==> config.mk <==
export PLATFORM = sky130hd
export DESIGN_NAME = pci_config_io_port_decoder
export DESIGN_NICKNAME = d
export VERILOG_FILES = /design/src/hw/rtl/pcid_pkg.sv /design/src/hw/rtl/pcid_front.sv /design/src/hw/rtl/pcid_queue.sv /design/src/hw/rtl/pcid_back.sv /design/src/hw/rtl/pci_config_io_port_decoder.sv
export SDC_FILE = /design/constraint.sdc
export NUM_CORES = 2
export LEC_CHECK = 0
export BUFFER_PORTS_ARGS = -buffer_cell sky130_fd_sc_hd__buf_2
export CORE_UTILIZATION = 40
export CTS_CLUSTER_DIAMETER = 50
export DETAILED_ROUTE_END_ITERATION = 7
export GPL_TIMING_DRIVEN = 0
export SKIP_CTS_REPAIR_TIMING = 1
export SLEW_MARGIN = 30
export SYNTH_ARGS = -nofsm -noshare
export SYNTH_HDL_FRONTEND = slang
export SYNTH_SLANG_ARGS = --single-unit
==> constraint.sdc <==
create_clock -name clock -period 5.6 [get_ports clock]
set_clock_uncertainty 0.05 [all_clocks]
set_input_delay 0.56 -clock clock [delete_from_list [all_inputs] [get_ports clock]]
set_output_delay 0.56 -clock clock [all_outputs]
set_load 0.1 [all_outputs]
==> src/hw/rtl/pcid_pkg.sv <==
`default_nettype none

package pcid_pkg;

   localparam int FUNCTION_COUNT_DEFAULT = 1;
   localparam int WORDS_PER_FUNCTION     = 64;
   localparam int FULL_INDEX_W           = 14;

   localparam logic [31:0] PORT_ADDRESS = 32'h0000_0cf8;
   localparam logic [31:0] PORT_DATA    = 32'h0000_0cfc;
   localparam logic [31:0] PORT_RESET   = 32'h0000_0cf9;

   localparam logic [7:0]  OPC_OUT32    = 8'hef;
   localparam logic [7:0]  OPC_OUT8     = 8'hee;
   localparam logic [7:0]  OPC_OUT8_IMM = 8'he6;
   localparam logic [7:0]  OPC_IN8      = 8'hec;
   localparam logic [7:0]  OPC_IN32     = 8'hed;
   localparam logic [15:0] OPC_OUT16    = 16'hef66;
   localparam logic [15:0] OPC_PIC_IN   = 16'h21e4;
   localparam logic [15:0] OPC_IN16     = 16'hed66;

   localparam logic [31:0] BRIDGE_ID_WORD0 = 32'h7190_8086;
   localparam logic [31:0] BRIDGE_ID_WORD1 = 32'h0200_0006;
   localparam logic [31:0] BRIDGE_ID_WORD2 = 32'h0600_0001;
   localparam logic [31:0] ABSENT_WORD     = 32'hffff_ffff;
   localparam logic [31:0] PIC_MASK        = 32'h0000_00ff;

   localparam logic [1:0] EXIT_CONTINUE = 2'd0;
   localparam logic [1:0] EXIT_STOP     = 2'd1;
   localparam logic [1:0] EXIT_RESET    = 2'd2;

   // command classes handed from front to back
   localparam logic [3:0] OP_NOP        = 4'd0;
   localparam logic [3:0] OP_SET_ADDR   = 4'd1;
   localparam logic [3:0] OP_WRITE_WORD = 4'd2;
   localparam logic [3:0] OP_RESET_REQ  = 4'd3;
   localparam logic [3:0] OP_READ8      = 4'd4;
   localparam logic [3:0] OP_READ16     = 4'd5;
   localparam logic [3:0] OP_READ32     = 4'd6;
   localparam logic [3:0] OP_READ_ADDR  = 4'd7;
   localparam logic [3:0] OP_PIC        = 4'd8;
   localparam logic [3:0] OP_STOP       = 4'd9;

   typedef struct packed {
      logic [7:0]  first_opcode_byte;
      logic [7:0]  second_opcode_byte;
      logic [31:0] port_number;
      logic [31:0] accumulator_in;
   } req_type;

   typedef struct packed {
      logic [31:0] accumulator_out;
      logic        accumulator_write;
      logic [1:0]  exit_status;
   } rsp_type;

   typedef struct packed {
      logic [3:0]  op;
      logic [1:0]  byte_shift;
      logic [31:0] acc;
   } cmd_type;

   function automatic logic [31:0] init_word(input logic [FULL_INDEX_W-1:0] idx);
      logic [31:0] w;
      unique case (idx)
         14'd0:   w = BRIDGE_ID_WORD0;
         14'd1:   w = BRIDGE_ID_WORD1;
         14'd2:   w = BRIDGE_ID_WORD2;
         default: w = 32'h0;
      endcase
      return w;
   endfunction

endpackage

`default_nettype wire

==> src/hw/rtl/pcid_front.sv <==
`default_nettype none

module pcid_front (
   input  wire logic             reset,
   input  wire logic             req_valid,
   output logic                  req_ready,
   input  wire pcid_pkg::req_type req_data,
   input  wire logic             store_ready,
   output logic                  cmd_valid,
   input  wire logic             cmd_ready,
   output pcid_pkg::cmd_type     cmd_data
);

   logic [15:0] op16;
   logic [7:0]  b0;
   logic [31:0] port;
   logic [31:0] acc;
   logic [3:0]  op;
   logic [1:0]  shift;

   assign b0   = req_data.first_opcode_byte;
   assign op16 = {req_data.second_opcode_byte, req_data.first_opcode_byte};
   assign port = req_data.port_number;
   assign acc  = req_data.accumulator_in;

   always_comb begin
      shift = 2'd0;
      priority if (b0 == pcid_pkg::OPC_OUT32) begin
         if (port == pcid_pkg::PORT_ADDRESS)   op = pcid_pkg::OP_SET_ADDR;
         else if (port == pcid_pkg::PORT_DATA) op = pcid_pkg::OP_WRITE_WORD;
         else                                  op = pcid_pkg::OP_NOP;
      end else if (b0 == pcid_pkg::OPC_OUT8) begin
         if (port == pcid_pkg::PORT_RESET && acc[2]) op = pcid_pkg::OP_RESET_REQ;
         else                                        op = pcid_pkg::OP_NOP;
      end else if (b0 == pcid_pkg::OPC_OUT8_IMM) begin
         op = pcid_pkg::OP_NOP;
      end else if (op16 == pcid_pkg::OPC_OUT16) begin
         op = pcid_pkg::OP_NOP;
      end else if (b0 == pcid_pkg::OPC_IN8) begin
         op    = pcid_pkg::OP_READ8;
         shift = port[1:0];
      end else if (b0 == pcid_pkg::OPC_IN32) begin
         if (port == pcid_pkg::PORT_ADDRESS) op = pcid_pkg::OP_READ_ADDR;
         else                                op = pcid_pkg::OP_READ32;
      end else if (op16 == pcid_pkg::OPC_PIC_IN) begin
         op = pcid_pkg::OP_PIC;
      end else if (op16 == pcid_pkg::OPC_IN16) begin
         op    = pcid_pkg::OP_READ16;
         shift = {port[1], 1'b0};
      end else begin
         op = pcid_pkg::OP_STOP;
      end
   end

   // hold off the host until the store sweep after reset is over
   assign req_ready = cmd_ready && store_ready && !reset;
   assign cmd_valid = req_valid && store_ready && !reset;
   assign cmd_data  = {op, shift, acc};

endmodule

`default_nettype wire

==> src/hw/rtl/pcid_queue.sv <==
`default_nettype none

module pcid_queue (
   input  wire logic              clock,
   input  wire logic              reset,
   input  wire logic              in_valid,
   output logic                   in_ready,
   input  wire pcid_pkg::cmd_type in_data,
   output logic                   out_valid,
   input  wire logic              out_ready,
   output pcid_pkg::cmd_type      out_data
);

   pcid_pkg::cmd_type slot_ff [2];
   logic       wr_ptr_ff, wr_ptr_in;
   logic       rd_ptr_ff, rd_ptr_in;
   logic [1:0] count_ff, count_in;
   logic       push, pop;

   assign in_ready  = (count_ff != 2'd2);
   assign out_valid = (count_ff != 2'd0);
   assign out_data  = slot_ff[rd_ptr_ff];
   assign push      = in_valid && in_ready;
   assign pop       = out_valid && out_ready;

   always_comb begin
      wr_ptr_in = push ? ~wr_ptr_ff : wr_ptr_ff;
      rd_ptr_in = pop  ? ~rd_ptr_ff : rd_ptr_ff;
      unique case ({push, pop})
         2'b10:   count_in = count_ff + 2'd1;
         2'b01:   count_in = count_ff - 2'd1;
         default: count_in = count_ff;
      endcase
   end

   always_ff @(posedge clock) begin
      if (reset) begin
         wr_ptr_ff <= 1'b0;
         rd_ptr_ff <= 1'b0;
         count_ff  <= 2'd0;
      end else begin
         wr_ptr_ff <= wr_ptr_in;
         rd_ptr_ff <= rd_ptr_in;
         count_ff  <= count_in;
      end
   end

   always_ff @(posedge clock) begin
      if (push) slot_ff[wr_ptr_ff] <= in_data;
   end

endmodule

`default_nettype wire

==> src/hw/rtl/pcid_back.sv <==
`default_nettype none

module pcid_back #(
   parameter int FUNCTION_COUNT = pcid_pkg::FUNCTION_COUNT_DEFAULT
) (
   input  wire logic              clock,
   input  wire logic              reset,
   input  wire logic              cmd_valid,
   output logic                   cmd_ready,
   input  wire pcid_pkg::cmd_type cmd_data,
   output logic                   store_ready,
   output logic                   rsp_valid,
   input  wire logic              rsp_ready,
   output pcid_pkg::rsp_type      rsp_data
);

   localparam int DEPTH = FUNCTION_COUNT * pcid_pkg::WORDS_PER_FUNCTION;
   localparam int IDX_W = $clog2(DEPTH);
   localparam logic [IDX_W-1:0] LAST_IDX = IDX_W'(DEPTH - 1);
   localparam logic [8:0] FN_LIMIT = 9'(FUNCTION_COUNT);

   localparam logic [1:0] ST_CLEAR = 2'd0;
   localparam logic [1:0] ST_RUN   = 2'd1;
   localparam logic [1:0] ST_WAIT  = 2'd2;

   logic [1:0]  state_ff, state_in;
   logic [IDX_W-1:0] clr_cnt_ff, clr_cnt_in;
   logic [31:0] addr_ff, addr_in;
   logic        present_ff, present_in;
   logic [1:0]  shift_ff, shift_in;
   logic        rsp_valid_ff, rsp_valid_in;
   pcid_pkg::rsp_type rsp_data_ff, rsp_data_in;

   logic [31:0] mem_ff [DEPTH];
   logic [31:0] mem_rdata_ff;
   logic        mem_we;
   logic [IDX_W-1:0] mem_waddr;
   logic [31:0] mem_wdata;

   logic [pcid_pkg::FULL_INDEX_W-1:0] full_idx;
   logic [pcid_pkg::FULL_INDEX_W-1:0] clr_full;
   logic [IDX_W-1:0] idx;
   logic        present;
   logic        out_free;
   logic        pop;
   logic [31:0] rd_word;

   // function in bits 15..8, word in bits 7..2
   assign full_idx = {addr_ff[15:8], addr_ff[7:2]};
   assign idx      = full_idx[IDX_W-1:0];
   assign present  = ({1'b0, addr_ff[15:8]} < FN_LIMIT);
   assign clr_full = pcid_pkg::FULL_INDEX_W'(clr_cnt_ff);

   assign out_free    = !rsp_valid_ff || rsp_ready;
   assign cmd_ready   = (state_ff == ST_RUN) && out_free;
   assign pop         = cmd_valid && cmd_ready;
   assign store_ready = (state_ff != ST_CLEAR);
   assign rd_word     = present_ff ? mem_rdata_ff : pcid_pkg::ABSENT_WORD;

   always_comb begin
      state_in     = state_ff;
      clr_cnt_in   = clr_cnt_ff;
      addr_in      = addr_ff;
      present_in   = present_ff;
      shift_in     = shift_ff;
      rsp_valid_in = rsp_valid_ff && !rsp_ready;
      rsp_data_in  = rsp_data_ff;
      mem_we       = 1'b0;
      mem_waddr    = idx;
      mem_wdata    = cmd_data.acc;

      unique case (state_ff)
         ST_CLEAR: begin
            mem_we    = 1'b1;
            mem_waddr = clr_cnt_ff;
            mem_wdata = pcid_pkg::init_word(clr_full);
            if (clr_cnt_ff == LAST_IDX) state_in = ST_RUN;
            else clr_cnt_in = clr_cnt_ff + IDX_W'(1);
         end
         ST_RUN: begin
            if (pop) begin
               rsp_data_in.accumulator_out   = 32'h0;
               rsp_data_in.accumulator_write = 1'b0;
               rsp_data_in.exit_status       = pcid_pkg::EXIT_CONTINUE;
               present_in = present;
               shift_in   = cmd_data.byte_shift;
               unique case (cmd_data.op)
                  pcid_pkg::OP_SET_ADDR: begin
                     addr_in      = cmd_data.acc;
                     rsp_valid_in = 1'b1;
                  end
                  pcid_pkg::OP_WRITE_WORD: begin
                     mem_we       = present;
                     rsp_valid_in = 1'b1;
                  end
                  pcid_pkg::OP_RESET_REQ: begin
                     rsp_data_in.exit_status = pcid_pkg::EXIT_RESET;
                     rsp_valid_in            = 1'b1;
                  end
                  pcid_pkg::OP_READ8, pcid_pkg::OP_READ16, pcid_pkg::OP_READ32: begin
                     state_in = ST_WAIT;
                  end
                  pcid_pkg::OP_READ_ADDR: begin
                     rsp_data_in.accumulator_out   = addr_ff;
                     rsp_data_in.accumulator_write = 1'b1;
                     rsp_valid_in                  = 1'b1;
                  end
                  pcid_pkg::OP_PIC: begin
                     rsp_data_in.accumulator_out   = cmd_data.acc | pcid_pkg::PIC_MASK;
                     rsp_data_in.accumulator_write = 1'b1;
                     rsp_valid_in                  = 1'b1;
                  end
                  pcid_pkg::OP_STOP: begin
                     rsp_data_in.exit_status = pcid_pkg::EXIT_STOP;
                     rsp_valid_in            = 1'b1;
                  end
                  default: begin
                     rsp_valid_in = 1'b1;
                  end
               endcase
            end
         end
         ST_WAIT: begin
            // output register is empty here: the pop only happened with it free
            rsp_data_in.accumulator_out   = rd_word >> {shift_ff, 3'b000};
            rsp_data_in.accumulator_write = 1'b1;
            rsp_data_in.exit_status       = pcid_pkg::EXIT_CONTINUE;
            rsp_valid_in                  = 1'b1;
            state_in                      = ST_RUN;
         end
         default: begin
            state_in = ST_CLEAR;
         end
      endcase
   end

   always_ff @(posedge clock) begin
      if (reset) begin
         state_ff     <= ST_CLEAR;
         clr_cnt_ff   <= '0;
         addr_ff      <= 32'h0;
         rsp_valid_ff <= 1'b0;
      end else begin
         state_ff     <= state_in;
         clr_cnt_ff   <= clr_cnt_in;
         addr_ff      <= addr_in;
         rsp_valid_ff <= rsp_valid_in;
      end
   end

   always_ff @(posedge clock) begin
      present_ff  <= present_in;
      shift_ff    <= shift_in;
      rsp_data_ff <= rsp_data_in;
   end

   always_ff @(posedge clock) begin
      if (mem_we) mem_ff[mem_waddr] <= mem_wdata;
      mem_rdata_ff <= mem_ff[idx];
   end

   assign rsp_valid = rsp_valid_ff;
   assign rsp_data  = rsp_data_ff;

endmodule

`default_nettype wire

==> src/hw/rtl/pci_config_io_port_decoder.sv <==
`default_nettype none

// channel | direction | handshake             | word
// req     | in        | req_valid / req_ready | pcid_pkg::req_type (opcode bytes, DX, EAX)
// rsp     | out       | rsp_valid / rsp_ready | pcid_pkg::rsp_type (EAX, write flag, exit)
//
// One word per access. Writes and non-store accesses pass the queue and the registered
// rsp word; store reads also pass the ST_WAIT state (registered read port of the word
// store). The back end runs one access at a time and takes no new access while a store
// read waits in ST_WAIT. After reset the word store is swept to its power-on contents,
// FUNCTION_COUNT*64 words, with req_ready low. A stalled rsp holds the back end; the
// two-entry queue keeps accepting until full.

module pci_config_io_port_decoder #(
   parameter int FUNCTION_COUNT = pcid_pkg::FUNCTION_COUNT_DEFAULT
) (
   input  wire logic              clock,
   input  wire logic              reset,
   input  wire logic              req_valid,
   output logic                   req_ready,
   input  wire pcid_pkg::req_type req_data,
   output logic                   rsp_valid,
   input  wire logic              rsp_ready,
   output pcid_pkg::rsp_type      rsp_data
);

   logic              front_valid, front_ready;
   pcid_pkg::cmd_type front_cmd;
   logic              back_valid, back_ready;
   pcid_pkg::cmd_type back_cmd;
   logic              store_ready;

   pcid_front u_front (
      .reset       (reset),
      .req_valid   (req_valid),
      .req_ready   (req_ready),
      .req_data    (req_data),
      .store_ready (store_ready),
      .cmd_valid   (front_valid),
      .cmd_ready   (front_ready),
      .cmd_data    (front_cmd)
   );

   pcid_queue u_queue (
      .clock     (clock),
      .reset     (reset),
      .in_valid  (front_valid),
      .in_ready  (front_ready),
      .in_data   (front_cmd),
      .out_valid (back_valid),
      .out_ready (back_ready),
      .out_data  (back_cmd)
   );

   pcid_back #(
      .FUNCTION_COUNT (FUNCTION_COUNT)
   ) u_back (
      .clock       (clock),
      .reset       (reset),
      .cmd_valid   (back_valid),
      .cmd_ready   (back_ready),
      .cmd_data    (back_cmd),
      .store_ready (store_ready),
      .rsp_valid   (rsp_valid),
      .rsp_ready   (rsp_ready),
      .rsp_data    (rsp_data)
   );

endmodule

`default_nettype wire

-- Yosys cells after proc, flatten, opt, wreduce, memory -nomap -nowiden
Memories as Yosys holds them, arrays and structs flattened. A register that Yosys moved wholly into a read port is not among the register bits.
Cells that the tools add are included.
- register bits: 83
- latch bits: 0
- bits in writable memories: 2124
- bits in read-only memories: 0
- logic and storage cells: 123
- memories kept: 2
- add/subtract/negate cells: 3
- multiply operators: 0
- div/mod/pow operators: 0
- order comparisons: 1
- equal/unequal tests: 31
- shift-type cells: 1
- muxes and demuxes: 45
- bitwise logic cells: 3
- reduce and logical (&&, ||, !) cells: 25
- memories (name ; words ; width ; rd ports ; clocked after memory_dff ; wr ports ; line ; source):
    u_back.mem_ff ; 64 ; 32 ; 1 ; 1 ; 1 ; pcid_back.sv:34 ; logic [31:0] mem_ff [DEPTH];
    u_queue.slot_ff ; 2 ; 38 ; 1 ; 1 ; 1 ; pcid_queue.sv:14 ; pcid_pkg::cmd_type slot_ff [2];
- operators with widths (cell ; number):
    $eq A32 B12 Y1 const B ; 3
    $pmux W31 S3 ; 1
    $pmux W35 S2 ; 1
    $pmux W33 S2 ; 1
    $mux W32 ; 2
    $eq A8 B8 Y1 const B ; 5
    $mux W4 ; 9
    $mux W35 ; 1
    $eq A16 B16 Y1 const B ; 2
    $shr A32 B5 Y32 ; 1
    $mux W2 ; 13
    $eq A16 B14 Y1 const B ; 1
    $eq A4 B3 Y1 const B ; 4
    $logic_not A14 Y1 ; 1
    $mux W1 ; 11
    $logic_and A1 B1 Y1 ; 9
    $eq A4 B2 Y1 const B ; 2
    $eq A4 B4 Y1 const B ; 2
    $lt A8 B1 Y1 const B ; 1
    $pmux W2 S2 ; 2
    $reduce_bool A2 Y1 ; 4
    $add A6 B1 Y6 const B ; 1
    $eq A6 B1 Y1 const B ; 1
    $eq A6 B2 Y1 const B ; 1
    other kinds (18) ; 30

-- Logic depth before layout (Yosys ltp)
- word-level depth: 9
- depth in mapped cells: 10
- gate-level depth less buffers: 8

-- Cells and area by module
From an unflattened synthesis, not the netlist that was laid out.
- cell total of the unflattened synthesis: 3993
- area, all modules: 86894.6 µm²
- by module, submodules not included (module ; instances ; cells an instance ; area an instance (µm²)):
    pcid_back ; 1 ; 3761 ; 83228.6
    pcid_queue ; 1 ; 142 ; 2955.3
    pcid_front ; 1 ; 90 ; 710.7

-- Least setup slack after synthesis
OpenSTA, ideal clock, no wires.
- path kind: register to register
- start point: register u_back.state_ff[0]
- end point: memory u_queue.slot_ff[0][0] (netlist name) (enable)
- setup time: 0.433 ns
- arrival time: 5.368 ns
- required time: 5.117 ns
- path slack: -0.251 ns
- stages on the path, launching flop included: 7
- cell sequence: dfxtp_1 -> inv_1 -> ha_1 -> buf_2 -> a211oi_1 -> nand2_1 -> nor2_1
- word-level cells in the longest chain between the ends: 6
- ends and longest elaborated chain (item ; line ; source):
    start, declared ; pcid_back.sv:26 ; logic [1:0] state_ff, state_in;
    start signal, assigned ; pcid_back.sv:144 ; state_ff <= state_in;
    $reduce_bool A2 Y1 ; pcid_back.sv:57 ; assign store_ready = (state_ff != ST_CLEAR);
    $logic_and A1 B1 Y1 (2 in a row) ; pcid_front.sv:57 ; assign cmd_valid = req_valid && store_ready && !reset;
    $logic_and A1 B1 Y1 ; pcid_queue.sv:23 ; assign push = in_valid && in_ready;
    $mux W1 ; pcid_queue.sv:49 ; if (push) slot_ff[wr_ptr_ff] <= in_data;
    $mux W1 (implied by the code) ; pcid_queue.sv:49 ;
    end, declared ; pcid_queue.sv:14 ;
Every way passes these cells.

-- Worst setup path in the final report
- start point: register u_back.addr_ff[3]
- end point: memory u_back.mem_ff[42][5] (enable)
- word-level cells in the longest chain between the ends: 1
- ends and longest elaborated chain (item ; line ; source):
    start, declared ; pcid_back.sv:28 ; logic [31:0] addr_ff, addr_in;
    start signal, assigned ; pcid_back.sv:146 ; addr_ff <= addr_in;
    $mux W6 ; pcid_back.sv:72 ; unique case (state_ff)
    end, declared ; pcid_back.sv:34 ;
Every way passes these cells.

==> results.toml <==
[synth]
synth_simple_gate_area_share_pct = 2.06
synth_compound_area_share_pct = 3.92
synth_xor_area_share_pct = 0.0812
synth_area_um2 = 86300
yosysTopAreaCell = "edfxtp_1"
synth-seq-cells = 2240
syn_nets = 4146
synth_top_family_by_area = "multiplexers"
ys.flop_type = "edfxtp_1"
synth_top_area_share_pct = 75.3
synth_top_cells_by_area = "edfxtp_1 (75%), mux4_2 (13%), dfxtp_1 (1.8%)"
async_flop_share_pct = 0
syn_avg_cell_area_um2 = 21.3
netlist_instances = 4053
synthMuxAreaShare_pct = 15.1
synth_edf_count = 2162
seq_area_frac_synth_pct = 77.1
ys_warn_count = 0
yosysUniqueCellTypes = 66
synthAdderAreaFrac_pct = 0.131

[outcome]
status = "completed"

[global_routing]
grt_max_degree = 40
grt_pass1_wl_um = 366000
grt_usage_pct = 24.3
grt.overflow.total = 0
antenna_found_initial = 13
grt_pass1_vias = 46180

[hold_path]
hold_depth = 2
hp-start = "req_data[33]"
hold_class = "in2reg"
holdPathEnd = "u_queue.slot_ff[0][33]$_DFFE_PP_"

[setup_path]
r2r_cells = 11
cp-end-kind = "register"
reg2reg_from = "u_back.addr_ff[3]$_SDFFE_PP0P_"
start_kind = "register"
worstSetupPathType = "reg2reg"
worstPathMaxFanout = 10
r2r_slack_ns = 0.78
r2r-end = "u_back.mem_ff[42][5]$_DFFE_PP_"
crit_arrival_ns = 5.32
crit_required_ns = 6.10

[drt]
wirelength_um = 267000
drt-wirelength-per-cell_um = 34.1
drt_iter0_markers = 7623
viasPerCell = 6.08
drc = 0
postRouteAntennaNets = 0
num_vias = 47578
firstDrtPassIters = 6

[power]
p_total_mw = 40.6
power_frac_seq_pct = 51.1
cell_internal_pwr_mw = 30.5
p_per_area_nw_per_um2 = 391
ir_worst_vdd_uv = 278
swShare_pct = 25.0
power_switching_mw = 10.1
p_comb_share_pct = 12.0
power.clock.fraction_pct = 36.9
power.leakage_nw = 32.9

[timing]
tightest_slew_ns = 1.16
maxSlewHeadroom_pct = 22.8
rsz0062_at_grt = "no"
finalHoldViolCount = 0
setup_viol = 0
post-route-period-util_pct = 86.1
min_period_ns = 4.82
slew_viol_final = 0
max_clock_freq_mhz = 207

[floorplan]
placementRows = 170
die_w_um = 466
die-area_um2 = 218000
die_y_um = 466
core_um2 = 214000
floorplan.initialDensity_pct = 40.2
ioPinCount = 121

[placed_design]
port-buffer-count = 120
place_congestion = 0.917
post_dp_cell_area_um2 = 96300
place_hpwl_um = 194000

[clock_network]
htreeDepth = 4
clkLatencyLatePin_ns = 0.87
cts_buffers = 225
path_clk_slew_ns = 0.07
clock_sinks = 2240
ctsLongestPathBuffers = 3
cts_tree = "built"
clockRootBuffer = "clkbuf_16"

[cells_and_area]
drive_above_1_share_pct = 31.6
syn2layout_area_growth_pct = 20.5
fin_nets = 4883
fin_area_um2 = 104000

[flow_run]
cap_violations = 0
## power groups by stage
stage               Sequential (mW)  Clock, mW  Combinational, mW
floorplan                      21.3          0               1.64
global placement               21.7          0               3.09
detailed placement             21.1          0               4.75
CTS                            20.7       15.1               4.76
global route                   20.8       15.7               5.02
finish                         20.7       15.0               4.88
## critical path, stage by stage, from the launching register on
cell and delay, ns:
dfxtp_1 0.37, buf_4 0.23, buf_4 0.33, buf_2 0.57, buf_2 0.53, mux2_2 0.28, nand3_1 0.53, nor3_2 0.66
buf_6 0.23, buf_4 0.21, buf_4 0.23, buf_4 0.21
## logic make-up after synthesis
| logic type | Yosys count |
|---|---|
| AOI/OAI and AO/OA | 491 |
| xor gates and xnor gates | 8 |
| adders and majority gates | 9 |
| buffers and inverters | 283 |
| DFF | 2240 |
| muxes | 657 |
| and+or+nand+nor | 365 |
## metrics by stage
step	setup TNS, ns	utilization [%]	worst slack [ns]	hold WS, ns	instances
floorplan	0	-	0.912	0.429	4053
detailed placement	0	44.9	1.03	0.444	7368
global placement	-6955.23	42.2	-3.95	0.438	7011
global route	0	48.5	0.875	0.0273	7825
finish	0	48.5	0.780	0.0631	7825
CTS	0	48.3	0.971	-0.216	7790
## cells in the final DEF, fill, tap and decap left out, types with 63 or more instances in the layout
master,count
o21ai_0,63
clkbuf_16,225
a221oi_1,65
nor2_1,80
mux2i_1,135
dfxtp_1,78
mux4_2,511
clkbuf_1,141
edfxtp_1,2162
buf_16,100
buf_2,188
a21oi_1,103
buf_4,236
## cells in the mapped netlist (all sizes together) (5+ instances only)
master	n
ha	9
o211a	7
nor2	132
a22oi	19
nor3	54
a21oi	106
buf	138
nor3b	10
nor2b	36
o22ai	60
nand2b	11
nand2	54
edfxtp	2162
mux4	511
a22o	34
dfxtp	78
o21ai	78
a221oi	65
and3	10
nand4	7
nand3	15
mux2i	136
clkbuf	100
inv	45
a31oi	11
mux2	10
xnor2	5
nor4	11
a211oi	43
o221ai	37
## how the worst max path moves through the flow
stage | from | end | depth (start not counted)
after floorplan | u_back.state_ff[0]$_SDFFE_PP0P_ | u_queue.slot_ff[0][0]$_DFFE_PP_ | 6
after global routing | u_back.addr_ff[3]$_SDFFE_PP0P_ | u_back.mem_ff[42][5]$_DFFE_PP_ | 11
after CTS | u_back.addr_ff[3]$_SDFFE_PP0P_ | u_back.mem_ff[42][5]$_DFFE_PP_ | 11
after detailed placement | u_back.addr_ff[3]$_SDFFE_PP0P_ | u_back.mem_ff[42][5]$_DFFE_PP_ | 11
after global placement | u_back.addr_ff[7]$_SDFFE_PP0P_ | u_back.mem_ff[41][28]$_DFFE_PP_ | 5
final | u_back.addr_ff[3]$_SDFFE_PP0P_ | u_back.mem_ff[42][5]$_DFFE_PP_ | 11
## layout make-up
class,instances,area [um2]
diodes,2,5.00
plain buffers,238,1310
clock buffers,279,5860
clock inverters,143,1500
fillers,17298,110000
inverters,45,169
multi-input cells,1530,19000
flip-flops and latches,2240,66500
well taps,2838,3550
repair buffers,510,6050
## registers in the layout, indices dropped and copies added (netlist names), 2 cells and up, named ones only
name / cells
u_back.state_ff: 2
u_back.mem_ff: 2048
u_back.clr_cnt_ff: 6
u_back.shift_ff: 2
u_back.addr_ff: 32
u_back.mem_rdata_ff: 32
u_queue.slot_ff: 76
u_back.rsp_data: 35
u_queue.count_ff: 2
## routing by layer
metal  vias to the layer above  share of wire, %  wire length [um]  global-route usage [%]
met4                         8               4.4             11700                    9.77
li1                      18632                 -                 -                       -
met3                       573                11             28500                    5.53
met1                     25297                40            106000                    34.0
met2                      3068                45            121000                    36.9
met5                         -             0.022                60                       0
Note: power is estimated with default switching activity, not from simulation.
